$ cat src/rtl/vmb_pkg.sv
`timescale 1ns / 1ps
`default_nettype none
package vmb_pkg;

  localparam int MAX_BLOCK  = 1024;
  localparam int Q_W        = 25;
  localparam int CNT_W      = $clog2(MAX_BLOCK + 1);
  localparam int SUM_W      = Q_W + CNT_W;
  localparam int DIV_STEP_W = $clog2(SUM_W);
  localparam int ERR_W      = Q_W + 1;
  localparam int INR_W      = 41;
  localparam int ACC_E_W    = Q_W + 2;
  localparam int ACC_I_W    = INR_W + 1;
  localparam int POS_W      = INR_W + 3;
  localparam int FRAC_W     = 24;
  localparam int MUL_A_W    = FRAC_W;
  localparam int MUL_P_W    = MUL_A_W + Q_W;
  localparam int MUL_STEPS  = 4;
  localparam int MSTEP_W    = $clog2(MUL_STEPS + 1);

  localparam int BQ_DEPTH   = 4;
  localparam int BQ_PTR_W   = $clog2(BQ_DEPTH);
  localparam int BQ_CNT_W   = BQ_PTR_W + 1;

  localparam int OQ_DEPTH   = 2;
  localparam int OQ_PTR_W   = $clog2(OQ_DEPTH);
  localparam int OQ_CNT_W   = OQ_PTR_W + 1;

  localparam int APB_DW     = 32;
  localparam int APB_AW     = 5;
  localparam int REG_IDX_W  = 3;

  localparam logic [Q_W-1:0] Q24_ONE = Q_W'(1 << FRAC_W);

  localparam logic [REG_IDX_W-1:0] REG_GAIN  = 3'd0;
  localparam logic [REG_IDX_W-1:0] REG_RISE  = 3'd1;
  localparam logic [REG_IDX_W-1:0] REG_FALL  = 3'd2;
  localparam logic [REG_IDX_W-1:0] REG_PCOEF = 3'd3;
  localparam logic [REG_IDX_W-1:0] REG_ICOEF = 3'd4;

  localparam logic [Q_W-1:0] GAIN_RST  = 25'd19399898;
  localparam logic [Q_W-1:0] RISE_RST  = 25'd2330;
  localparam logic [Q_W-1:0] FALL_RST  = 25'd1165;
  localparam logic [Q_W-1:0] PCOEF_RST = 25'd503316;
  localparam logic [Q_W-1:0] ICOEF_RST = 25'd8389;

  typedef struct packed {
    logic signed [15:0] sample;
    logic               last;
  } in_t;

  typedef struct packed {
    logic [Q_W-1:0] needle_pos;
    logic [Q_W-1:0] block_level;
    logic           overflow;
  } out_t;

  typedef struct packed {
    logic [Q_W-1:0] gain;
    logic [Q_W-1:0] rise;
    logic [Q_W-1:0] fall;
    logic [Q_W-1:0] pcoef;
    logic [Q_W-1:0] icoef;
  } cfg_t;

  typedef struct packed {
    logic [SUM_W-1:0] sum;
    logic [CNT_W-1:0] cnt;
    logic             ovf;
  } blk_t;

  typedef enum logic [2:0] {
    B_IDLE,
    B_DIV,
    B_ERR,
    B_MUL,
    B_POS,
    B_PUSH
  } back_state_t;

endpackage
`default_nettype wire

$ cat src/rtl/vu_meter_ballistics.sv
`timescale 1ns / 1ps
`default_nettype none
// VU meter with slew-limited peak follower and PI needle model. Samples are
// taken one per cycle while in_full is low, through a front of magnitude,
// gain multiply, follower step and block sum. Each sample marked last hands
// its block total to a four-entry block queue. The back end works one block
// at a time: a restoring divide for the mean level, then error and inertia,
// four passes through one shared 24x25 multiplier, the position clamp and the
// push into a two-entry result queue. Blocks shorter than the back end's work
// per block fill the block queue and in_full is raised until the back end
// catches up; in_full is also raised while queued plus in-flight blocks fill
// the queue.
// Registers come out of reset at their defaults and are written at byte
// address 4*index; write them only while the block is idle.
module vu_meter_ballistics (
  input  logic                       clk,
  input  logic                       rst_n,
  input  logic                       in_push,
  output logic                       in_full,
  input  vmb_pkg::in_t               in_data,
  output logic                       out_empty,
  input  logic                       out_pop,
  output vmb_pkg::out_t              out_data,
  input  logic                       cfg_psel,
  input  logic                       cfg_penable,
  input  logic                       cfg_pwrite,
  input  logic [vmb_pkg::APB_AW-1:0] cfg_paddr,
  input  logic [vmb_pkg::APB_DW-1:0] cfg_pwdata,
  output logic [vmb_pkg::APB_DW-1:0] cfg_prdata,
  output logic                       cfg_pready
);
  import vmb_pkg::*;

  cfg_t                regs;
  logic                bq_push, bq_pop, bq_empty;
  blk_t                bq_din, bq_dout;
  logic [BQ_CNT_W-1:0] bq_count;

  vmb_cfg u_cfg (
    .clk         (clk),
    .rst_n       (rst_n),
    .cfg_psel    (cfg_psel),
    .cfg_penable (cfg_penable),
    .cfg_pwrite  (cfg_pwrite),
    .cfg_paddr   (cfg_paddr),
    .cfg_pwdata  (cfg_pwdata),
    .cfg_prdata  (cfg_prdata),
    .cfg_pready  (cfg_pready),
    .regs        (regs)
  );

  vmb_front u_front (
    .clk      (clk),
    .rst_n    (rst_n),
    .regs     (regs),
    .in_push  (in_push),
    .in_full  (in_full),
    .in_data  (in_data),
    .bq_count (bq_count),
    .bq_push  (bq_push),
    .bq_data  (bq_din)
  );

  vmb_blk_fifo u_bq (
    .clk   (clk),
    .rst_n (rst_n),
    .push  (bq_push),
    .din   (bq_din),
    .pop   (bq_pop),
    .dout  (bq_dout),
    .empty (bq_empty),
    .count (bq_count)
  );

  vmb_back u_back (
    .clk       (clk),
    .rst_n     (rst_n),
    .regs      (regs),
    .bq_empty  (bq_empty),
    .bq_data   (bq_dout),
    .bq_pop    (bq_pop),
    .out_pop   (out_pop),
    .out_empty (out_empty),
    .out_data  (out_data)
  );

endmodule
`default_nettype wire

$ cat src/rtl/vmb_cfg.sv
`timescale 1ns / 1ps
`default_nettype none
module vmb_cfg (
  input  logic                       clk,
  input  logic                       rst_n,
  input  logic                       cfg_psel,
  input  logic                       cfg_penable,
  input  logic                       cfg_pwrite,
  input  logic [vmb_pkg::APB_AW-1:0] cfg_paddr,
  input  logic [vmb_pkg::APB_DW-1:0] cfg_pwdata,
  output logic [vmb_pkg::APB_DW-1:0] cfg_prdata,
  output logic                       cfg_pready,
  output vmb_pkg::cfg_t              regs
);
  import vmb_pkg::*;

  cfg_t                 regs_r;
  logic                 wr_en;
  logic [REG_IDX_W-1:0] idx;
  logic [Q_W-1:0]       rd_val;

  assign cfg_pready = 1'b1;
  assign wr_en      = cfg_psel & cfg_penable & cfg_pwrite & cfg_pready;
  assign idx        = cfg_paddr[APB_AW-1:2];
  assign regs       = regs_r;

  always_ff @(posedge clk) begin
    if (!rst_n) begin
      regs_r.gain  <= GAIN_RST;
      regs_r.rise  <= RISE_RST;
      regs_r.fall  <= FALL_RST;
      regs_r.pcoef <= PCOEF_RST;
      regs_r.icoef <= ICOEF_RST;
    end else if (wr_en) begin
      unique case (idx)
        REG_GAIN:  regs_r.gain  <= cfg_pwdata[Q_W-1:0];
        REG_RISE:  regs_r.rise  <= cfg_pwdata[Q_W-1:0];
        REG_FALL:  regs_r.fall  <= cfg_pwdata[Q_W-1:0];
        REG_PCOEF: regs_r.pcoef <= cfg_pwdata[Q_W-1:0];
        REG_ICOEF: regs_r.icoef <= cfg_pwdata[Q_W-1:0];
        default:   ;
      endcase
    end
  end

  always_comb begin
    unique case (idx)
      REG_GAIN:  rd_val = regs_r.gain;
      REG_RISE:  rd_val = regs_r.rise;
      REG_FALL:  rd_val = regs_r.fall;
      REG_PCOEF: rd_val = regs_r.pcoef;
      REG_ICOEF: rd_val = regs_r.icoef;
      default:   rd_val = '0;
    endcase
  end

  assign cfg_prdata = APB_DW'(rd_val);

endmodule
`default_nettype wire

$ cat src/rtl/vmb_front.sv
`timescale 1ns / 1ps
`default_nettype none
module vmb_front (
  input  logic                         clk,
  input  logic                         rst_n,
  input  vmb_pkg::cfg_t                regs,
  input  logic                         in_push,
  output logic                         in_full,
  input  vmb_pkg::in_t                 in_data,
  input  logic [vmb_pkg::BQ_CNT_W-1:0] bq_count,
  output logic                         bq_push,
  output vmb_pkg::blk_t                bq_data
);
  import vmb_pkg::*;

  logic             a_v_r, a_last_r;
  logic [16:0]      a_abs_r;
  logic             b_v_r, b_last_r;
  logic [Q_W-1:0]   b_mag_r;
  logic             c_v_r, c_last_r;
  logic [Q_W-1:0]   follower_r, follower_nxt;
  logic [SUM_W-1:0] sum_r, sum_upd;
  logic [CNT_W-1:0] cnt_r, cnt_upd;
  logic             ovf_r, ovf_upd;

  logic             accept;
  logic [16:0]      s_ext;
  logic [41:0]      mprod;
  logic [Q_W-1:0]   diff, stp;
  logic             room;
  logic [BQ_CNT_W:0] pending;

  // blocks still in the pipe need a guaranteed slot in the block queue
  assign pending = (BQ_CNT_W+1)'(bq_count)
                 + (BQ_CNT_W+1)'(a_v_r & a_last_r)
                 + (BQ_CNT_W+1)'(b_v_r & b_last_r)
                 + (BQ_CNT_W+1)'(c_v_r & c_last_r);
  assign in_full = (pending >= (BQ_CNT_W+1)'(BQ_DEPTH));
  assign accept  = in_push & ~in_full;

  assign s_ext = {in_data.sample[15], in_data.sample};
  assign mprod = 42'(a_abs_r) * 42'(regs.gain);

  always_comb begin
    if (b_mag_r >= follower_r) begin
      diff         = b_mag_r - follower_r;
      stp          = (diff < regs.rise) ? diff : regs.rise;
      follower_nxt = follower_r + stp;
    end else begin
      diff         = follower_r - b_mag_r;
      stp          = (diff < regs.fall) ? diff : regs.fall;
      follower_nxt = follower_r - stp;
    end
  end

  assign room    = (cnt_r < CNT_W'(MAX_BLOCK));
  assign sum_upd = room ? (sum_r + SUM_W'(follower_r)) : sum_r;
  assign cnt_upd = room ? (cnt_r + 1'b1) : cnt_r;
  assign ovf_upd = ovf_r | ~room;

  assign bq_push     = c_v_r & c_last_r;
  assign bq_data.sum = sum_upd;
  assign bq_data.cnt = cnt_upd;
  assign bq_data.ovf = ovf_upd;

  always_ff @(posedge clk) begin
    if (!rst_n) begin
      a_v_r      <= 1'b0;
      b_v_r      <= 1'b0;
      c_v_r      <= 1'b0;
      follower_r <= '0;
      sum_r      <= '0;
      cnt_r      <= '0;
      ovf_r      <= 1'b0;
    end else begin
      a_v_r <= accept;
      b_v_r <= a_v_r;
      c_v_r <= b_v_r;
      if (b_v_r) begin
        follower_r <= follower_nxt;
      end
      if (c_v_r) begin
        if (c_last_r) begin
          sum_r <= '0;
          cnt_r <= '0;
          ovf_r <= 1'b0;
        end else begin
          sum_r <= sum_upd;
          cnt_r <= cnt_upd;
          ovf_r <= ovf_upd;
        end
      end
    end
  end

  always_ff @(posedge clk) begin
    a_last_r <= in_data.last;
    a_abs_r  <= s_ext[16] ? (~s_ext + 1'b1) : s_ext;
    b_last_r <= a_last_r;
    b_mag_r  <= mprod[39:15];
    c_last_r <= b_last_r;
  end

  a_cnt_range: assert property (@(posedge clk) disable iff (!rst_n)
    cnt_r <= CNT_W'(MAX_BLOCK))
    else $error("sample count beyond block limit");

  a_bq_room: assert property (@(posedge clk) disable iff (!rst_n)
    bq_push |-> bq_count < BQ_CNT_W'(BQ_DEPTH))
    else $error("block pushed into full queue");

  a_ovf_full: assert property (@(posedge clk) disable iff (!rst_n)
    ovf_r |-> cnt_r == CNT_W'(MAX_BLOCK))
    else $error("overflow flagged before block limit reached");

endmodule
`default_nettype wire

$ cat src/rtl/vmb_blk_fifo.sv
`timescale 1ns / 1ps
`default_nettype none
module vmb_blk_fifo (
  input  logic                         clk,
  input  logic                         rst_n,
  input  logic                         push,
  input  vmb_pkg::blk_t                din,
  input  logic                         pop,
  output vmb_pkg::blk_t                dout,
  output logic                         empty,
  output logic [vmb_pkg::BQ_CNT_W-1:0] count
);
  import vmb_pkg::*;

  blk_t                mem_r [BQ_DEPTH];
  logic [BQ_PTR_W-1:0] wp_r, rp_r;
  logic [BQ_CNT_W-1:0] cnt_r;
  logic                do_pop;

  assign empty  = (cnt_r == '0);
  assign count  = cnt_r;
  assign dout   = mem_r[rp_r];
  assign do_pop = pop & ~empty;

  always_ff @(posedge clk) begin
    if (!rst_n) begin
      wp_r  <= '0;
      rp_r  <= '0;
      cnt_r <= '0;
    end else begin
      if (push) begin
        wp_r <= wp_r + 1'b1;
      end
      if (do_pop) begin
        rp_r <= rp_r + 1'b1;
      end
      cnt_r <= cnt_r + BQ_CNT_W'(push) - BQ_CNT_W'(do_pop);
    end
  end

  always_ff @(posedge clk) begin
    if (push) begin
      mem_r[wp_r] <= din;
    end
  end

endmodule
`default_nettype wire

$ cat src/rtl/vmb_back.sv
`timescale 1ns / 1ps
`default_nettype none
module vmb_back (
  input  logic          clk,
  input  logic          rst_n,
  input  vmb_pkg::cfg_t regs,
  input  logic          bq_empty,
  input  vmb_pkg::blk_t bq_data,
  output logic          bq_pop,
  input  logic          out_pop,
  output logic          out_empty,
  output vmb_pkg::out_t out_data
);
  import vmb_pkg::*;

  back_state_t state_r, state_nxt;

  blk_t                    blk_r;
  logic [SUM_W-1:0]        quo_r;
  logic [CNT_W-1:0]        rem_r;
  logic [DIV_STEP_W-1:0]   step_r;
  logic [Q_W-1:0]          level_r;
  logic signed [ERR_W-1:0] err_r;
  logic signed [INR_W-1:0] inertia_r;
  logic [Q_W-1:0]          position_r;
  logic [MSTEP_W-1:0]      mstep_r;
  logic [1:0]              prev_r;
  logic [MUL_P_W-1:0]      prod_r;
  logic [ACC_E_W-1:0]      acc_e_r;
  logic [ACC_I_W-1:0]      acc_i_r;
  out_t                    res_r;

  out_t                    oq_mem_r [OQ_DEPTH];
  logic [OQ_PTR_W-1:0]     oq_wp_r, oq_rp_r;
  logic [OQ_CNT_W-1:0]     oq_cnt_r;
  logic                    oq_full, oq_push, oq_pop;

  logic [CNT_W:0]          rem_sh;
  logic                    ge;
  logic [Q_W-1:0]          level_c;
  logic signed [ERR_W-1:0] err_c;
  logic signed [INR_W:0]   isum;
  logic signed [INR_W-1:0] inertia_c;
  logic [ERR_W-1:0]        mag_e;
  logic [INR_W-1:0]        mag_i;
  logic [MUL_A_W-1:0]      mul_a;
  logic [Q_W-1:0]          mul_b;
  logic [MUL_P_W-1:0]      term;
  logic signed [POS_W-1:0] se, si, pos_c;

  // restoring divider, one quotient bit per cycle
  assign rem_sh = {rem_r, quo_r[SUM_W-1]};
  assign ge     = (rem_sh >= {1'b0, blk_r.cnt});

  assign level_c = (blk_r.cnt == '0) ? '0 : quo_r[Q_W-1:0];
  assign err_c   = $signed({1'b0, level_c}) - $signed({1'b0, position_r});
  assign isum    = {inertia_r[INR_W-1], inertia_r} + (INR_W+1)'(err_c);

  always_comb begin
    if (isum[INR_W] != isum[INR_W-1]) begin
      inertia_c = isum[INR_W] ? {1'b1, {(INR_W-1){1'b0}}} : {1'b0, {(INR_W-1){1'b1}}};
    end else begin
      inertia_c = isum[INR_W-1:0];
    end
  end

  // magnitudes split into integer and fraction parts through one shared multiplier
  assign mag_e = err_r[ERR_W-1] ? (~err_r + 1'b1) : err_r;
  assign mag_i = inertia_r[INR_W-1] ? (~inertia_r + 1'b1) : inertia_r;

  always_comb begin
    unique case ({mstep_r[1], mstep_r[0]})
      2'b00: mul_a = MUL_A_W'(mag_e[ERR_W-1:FRAC_W]);
      2'b01: mul_a = mag_e[FRAC_W-1:0];
      2'b10: mul_a = MUL_A_W'(mag_i[INR_W-1:FRAC_W]);
      2'b11: mul_a = mag_i[FRAC_W-1:0];
    endcase
    mul_b = mstep_r[1] ? regs.icoef : regs.pcoef;
  end

  assign term = prev_r[0] ? (prod_r >> FRAC_W) : prod_r;

  always_comb begin
    se = $signed(POS_W'(acc_e_r));
    si = $signed(POS_W'(acc_i_r));
    if (err_r[ERR_W-1]) begin
      se = -se;
    end
    if (inertia_r[INR_W-1]) begin
      si = -si;
    end
    pos_c = $signed(POS_W'(position_r)) + se + si;
  end

  always_comb begin
    state_nxt = state_r;
    unique case (state_r)
      B_IDLE: if (!bq_empty) state_nxt = B_DIV;
      B_DIV:  if (step_r == DIV_STEP_W'(SUM_W - 1)) state_nxt = B_ERR;
      B_ERR:  state_nxt = B_MUL;
      B_MUL:  if (mstep_r == MSTEP_W'(MUL_STEPS)) state_nxt = B_POS;
      B_POS:  state_nxt = B_PUSH;
      B_PUSH: if (!oq_full) state_nxt = B_IDLE;
      default: state_nxt = B_IDLE;
    endcase
  end

  always_comb begin
    bq_pop  = (state_r == B_IDLE) && !bq_empty;
    oq_push = (state_r == B_PUSH) && !oq_full;
  end

  always_ff @(posedge clk) begin
    if (!rst_n) begin
      state_r    <= B_IDLE;
      position_r <= '0;
      inertia_r  <= '0;
    end else begin
      state_r <= state_nxt;
      if (state_r == B_ERR) begin
        inertia_r <= inertia_c;
      end
      if (state_r == B_POS) begin
        if (pos_c <= 0) begin
          position_r <= '0;
          inertia_r  <= '0;
        end else if (pos_c >= $signed(POS_W'(Q24_ONE))) begin
          position_r <= Q24_ONE;
          inertia_r  <= '0;
        end else begin
          position_r <= pos_c[Q_W-1:0];
        end
      end
    end
  end

  always_ff @(posedge clk) begin
    unique case (state_r)
      B_IDLE: begin
        blk_r  <= bq_data;
        quo_r  <= bq_data.sum;
        rem_r  <= '0;
        step_r <= '0;
      end
      B_DIV: begin
        quo_r  <= {quo_r[SUM_W-2:0], ge};
        rem_r  <= ge ? CNT_W'(rem_sh - {1'b0, blk_r.cnt}) : rem_sh[CNT_W-1:0];
        step_r <= step_r + 1'b1;
      end
      B_ERR: begin
        level_r <= level_c;
        err_r   <= err_c;
        acc_e_r <= '0;
        acc_i_r <= '0;
        mstep_r <= '0;
      end
      B_MUL: begin
        prod_r  <= MUL_P_W'(mul_a) * MUL_P_W'(mul_b);
        prev_r  <= mstep_r[1:0];
        mstep_r <= mstep_r + 1'b1;
        if (mstep_r != '0) begin
          if (prev_r[1]) begin
            acc_i_r <= acc_i_r + ACC_I_W'(term);
          end else begin
            acc_e_r <= acc_e_r + ACC_E_W'(term);
          end
        end
      end
      B_POS: begin
        res_r.block_level <= level_r;
        res_r.overflow    <= blk_r.ovf;
        if (pos_c <= 0) begin
          res_r.needle_pos <= '0;
        end else if (pos_c >= $signed(POS_W'(Q24_ONE))) begin
          res_r.needle_pos <= Q24_ONE;
        end else begin
          res_r.needle_pos <= pos_c[Q_W-1:0];
        end
      end
      B_PUSH: ;
      default: ;
    endcase
  end

  // result queue parts the needle model from the consumer
  assign oq_full   = (oq_cnt_r == OQ_CNT_W'(OQ_DEPTH));
  assign out_empty = (oq_cnt_r == '0);
  assign out_data  = oq_mem_r[oq_rp_r];
  assign oq_pop    = out_pop & ~out_empty;

  always_ff @(posedge clk) begin
    if (!rst_n) begin
      oq_wp_r  <= '0;
      oq_rp_r  <= '0;
      oq_cnt_r <= '0;
    end else begin
      if (oq_push) begin
        oq_wp_r <= oq_wp_r + 1'b1;
      end
      if (oq_pop) begin
        oq_rp_r <= oq_rp_r + 1'b1;
      end
      oq_cnt_r <= oq_cnt_r + OQ_CNT_W'(oq_push) - OQ_CNT_W'(oq_pop);
    end
  end

  always_ff @(posedge clk) begin
    if (oq_push) begin
      oq_mem_r[oq_wp_r] <= res_r;
    end
  end

  a_pos_range: assert property (@(posedge clk) disable iff (!rst_n)
    position_r <= Q24_ONE)
    else $error("needle position above full scale");

  a_div_len: assert property (@(posedge clk) disable iff (!rst_n)
    (state_r == B_DIV && step_r != DIV_STEP_W'(SUM_W - 1)) |=> state_r == B_DIV)
    else $error("division left early");

  a_clamp_low: assert property (@(posedge clk) disable iff (!rst_n)
    ($past(state_r) == B_POS && position_r == '0) |-> inertia_r == '0)
    else $error("inertia kept at lower needle stop");

  a_oq_bound: assert property (@(posedge clk) disable iff (!rst_n)
    oq_cnt_r <= OQ_CNT_W'(OQ_DEPTH))
    else $error("result queue count out of range");

endmodule
`default_nettype wire

$ cat config.mk
export PLATFORM = sky130hd
export DESIGN_NAME = vu_meter_ballistics
export DESIGN_NICKNAME = d
export VERILOG_FILES = /design/src/rtl/vmb_pkg.sv /design/src/rtl/vu_meter_ballistics.sv /design/src/rtl/vmb_cfg.sv /design/src/rtl/vmb_front.sv /design/src/rtl/vmb_blk_fifo.sv /design/src/rtl/vmb_back.sv
export SDC_FILE = /design/constraint.sdc
export NUM_CORES = 2
export LEC_CHECK = 0
export ABC_CLOCK_PERIOD_IN_PS = 12600
export BUFFER_PORTS_ARGS = -buffer_cell sky130_fd_sc_hd__buf_2
export CORE_UTILIZATION = 62
export CTS_CLUSTER_SIZE = 20
export DETAILED_ROUTE_END_ITERATION = 8
export PLACE_DENSITY = 0.79
export REMOVE_ABC_BUFFERS = 1
export SLEW_MARGIN = 15
export SYNTH_ARGS = -nofsm -noshare
export SYNTH_HDL_FRONTEND = slang
export SYNTH_SLANG_ARGS = --single-unit
$ cat constraint.sdc
create_clock -name clk -period 12.6 [get_ports clk]
set_clock_uncertainty 0.05 [all_clocks]
set_input_delay 1.89 -clock clk [delete_from_list [all_inputs] [get_ports clk]]
set_output_delay 1.89 -clock clk [all_outputs]
set_load 0.02 [all_outputs]
==> impl_metrics.json <==
{
  "port_buffers": 129,
  "fin_util_pct": 66.89,
  "worstPathMaxFanout": 14,
  "hold_viol_final": 0,
  "clockBufferDepth": 3,
  "fin_setup_tns_ns": 0,
  "wire_per_inst_um": 21.29,
  "gp_congestion": 0.9742,
  "final_max_slew_viol_count": 0,
  "period_share_pct": 93.35,
  "ys_warn_count": 0,
  "ctsResizeCount": 0,
  "min_path_type": "reg -> reg",
  "required_ns": 13.02,
  "drive_above_1_share_pct": 8.145,
  "syn_avg_cell_area_um2": 9.455,
  "yosysTopAreaCellShare_pct": 20.04,
  "ioPinCount": 147,
  "die_area_um2": 143600,
  "ant_nets": 0,
  "rows": 137,
  "cpPeakStageDelay_ns": 0.79,
  "placed_area_um2": 90570,
  "critPathSlowestCell": "a222oi_1",
  "grt_max_degree": 130,
  "htreeDepth": 3,
  "firstDrtPassIters": 7,
  "coreArea_um2": 140200,
  "cpMostUsedCell": "fa_1",
  "cts_buffers": 96,
  "syn_inst": 9319,
  "grt-ovfl-total": 0,
  "nNetsFinal": 10840,
  "drc": 0,
  "fmax_ghz": 0.08502,
  "synthTopCellsByCount": "nand2_1 (1288), inv_1 (1249), fa_1 (882)",
  "placed_cells": 11030,
  "synthTopCellsByArea": "fa_1 (20%), edfxtp_1 (20%), ha_1 (9.2%)",
  "cp-start-kind": "register",
  "hold_buffers": 0,
  "start_util_pct": 62.84,
  "final_cell_count_no_fill": 11210,
  "syn_area_um2": 88110,
  "cts-root-buf": "clkbuf_16",
  "finish.instance_area_um2": 93790,
  "end_kind": "register",
  "hold_slack_ns": 0.3053,
  "arrival_ns": 12.18,
  "die_x_um": 379.0,
  "yosys_register_bits": 913,
  "fp.dieH_um": 379.0,
  "synth.most_common_cell": "nand2_1",
  "cts_tree": "done",
  "setup.worst_path.class": "reg -> reg",
  "synth_edf_count": 584,
  "hpwl_mm": 180.8,
  "synth_top_area_cell": "fa_1",
  "vias_per_cell": 6.101,
  "async_reset_ff_share_pct": 0,
  "dr_total_vias": 68410,
  "yosysSeqAreaShare_pct": 27.38,
  "irDropWorstVdd_mv": 0.4216,
  "clkLatencyLatePin_ns": 0.72,
  "maxCapViolCount": 0,
  "path_clk_slew_ns": 0.06,
  "grt_pass1_vias": 69140,
  "cts_setup_buffers": 0,
  "setup_viol": 0,
  "clock_sinks": 913,
  "grt_antenna_before_repair": 13,
  "area_growth_pct": 6.438,
  "grt_setup_unrepaired": "false",
  "grt_pass1_wl_mm": 373.9,
  "worst_pin_slew_ns": 1.287,
  "synth-main-ff-cell": "edfxtp_1",
  "status": "finished clean",
  "routed_wl_mm": 238.7,
  "relSlewSlack_pct": 14.21,
  "drtIter0Drc": 6581,
  "track_usage_pct": 33.47,
  "power_density_nw_per_um2": 273.3,
  "period_minus_slack_ns": 11.76,
  "p_leak_nw": 40.70,
  "yosysUniqueCellTypes": 99
}
-- final timing paths --
check	start	to	slack, ns	cells past startpoint
setup / recovery	u_back.inertia_r[13]	u_back.prod_r[47]	0.84	35
hold / removal	u_front.a_last_r	u_front.b_last_r	0.31	0
setup reg to reg	u_back.inertia_r[13]	u_back.prod_r[47]	0.84	35
hold reg to reg	u_front.a_last_r	u_front.b_last_r	0.31	0
-- logic make-up (layout without fill, tap and decap cells) --
| logic type | after synthesis | in the layout | share of synthesized area, % |
|---|---|---|---|
| AND/OR/NAND/NOR | 2816 | 2816 | 14.65 |
| multiplexers | 286 | 286 | 4.141 |
| buffers and inverters | 1692 | 1697 | 7.299 |
| XOR/XNOR | 486 | 486 | 4.831 |
| other | 2 | 14 | 0.008523 |
| AO/OA/AOI/OAI | 1552 | 1552 | 11.97 |
| flip-flops | 913 | 913 | 27.38 |
| adder cells (fa/ha/maj) | 1572 | 1572 | 29.72 |
-- sequential cells by signal, indices dropped and copies added, names as in the netlist, 26 cells and up, named ones only --
name and flops:
u_back.prod_r 49, u_front.sum_r 36, u_back.inertia_r 41, u_back.err_r 26, u_back.oq_mem_r 102, u_back.quo_r 36
u_back.acc_i_r 42, u_bq.mem_r 192, u_back.acc_e_r 27, u_cfg.regs 125, u_back.res_r 51
-- area by class of cell --
cell class              count  area, um2
multi-input cells        6721      57720
fillers                 10880      46430
flip-flops and latches    913      24130
inverters                1252       4700
clock buffers             124       2629
well taps                1876       2347
repair buffers            267       1688
clock inverters            54      563.0
diodes                      5      12.51
-- power by group --
group	switching, mW	internal (mW)	total, mW
Combinational	11.4	6.98	18.4
Clock	1.26	1.61	2.87
Sequential	0.427	3.95	4.38
-- per-layer routing --
layer | GRT usage [%] | wire [um] | vias up
met5 | 0.5489 | 178 | -
met4 | 17.60 | 13860 | 16
met3 | 6.361 | 22060 | 725
met2 | 54.37 | 111200 | 3271
met1 | 42.44 | 91410 | 33450
li1 | - | - | 30950
-- cell usage in the layout (no fill, tap or decap), types with 58 or more instances in the layout --
| master | n |
|---|---|
| a21oi_1 | 350 |
| a21boi_0 | 120 |
| nand2_1 | 1286 |
| a22oi_1 | 84 |
| inv_1 | 1249 |
| mux2_2 | 142 |
| xor2_1 | 141 |
| a21o_1 | 180 |
| edfxtp_1 | 584 |
| mux2i_1 | 89 |
| dfxtp_1 | 325 |
| fa_1 | 882 |
| o21ai_0 | 267 |
| nor2_1 | 536 |
| buf_2 | 128 |
| and2_1 | 202 |
| xnor2_1 | 344 |
| buf_4 | 138 |
| nor3_1 | 138 |
| clkbuf_16 | 97 |
| nand2b_1 | 67 |
| ha_1 | 649 |
| nor2b_1 | 122 |
| o31ai_1 | 58 |
| nand3_1 | 122 |
-- worst max-delay path, delay by kind of cell, from the launching register on --
family | cells | cell delay [ns]
compound gates | 12 | 3.76
xor+xnor | 2 | 0.20
fa+ha+maj | 8 | 3.84
buf+inv | 4 | 0.21
flops | 1 | 0.39
simple gates | 9 | 3.06
-- through the flow --
stage | setup slack (ns) | total power, mW
6_report | 0.8385 | 25.63
5_1_grt | 0.1814 | 27.56
4_1_cts | 0.9015 | 25.40
3_5_place_dp | 0.9045 | 22.41
3_3_place_gp | 1.219 | 21.82
2_1_floorplan | 1.742 | 17.20
Note: power is estimated with default switching activity, not from simulation.
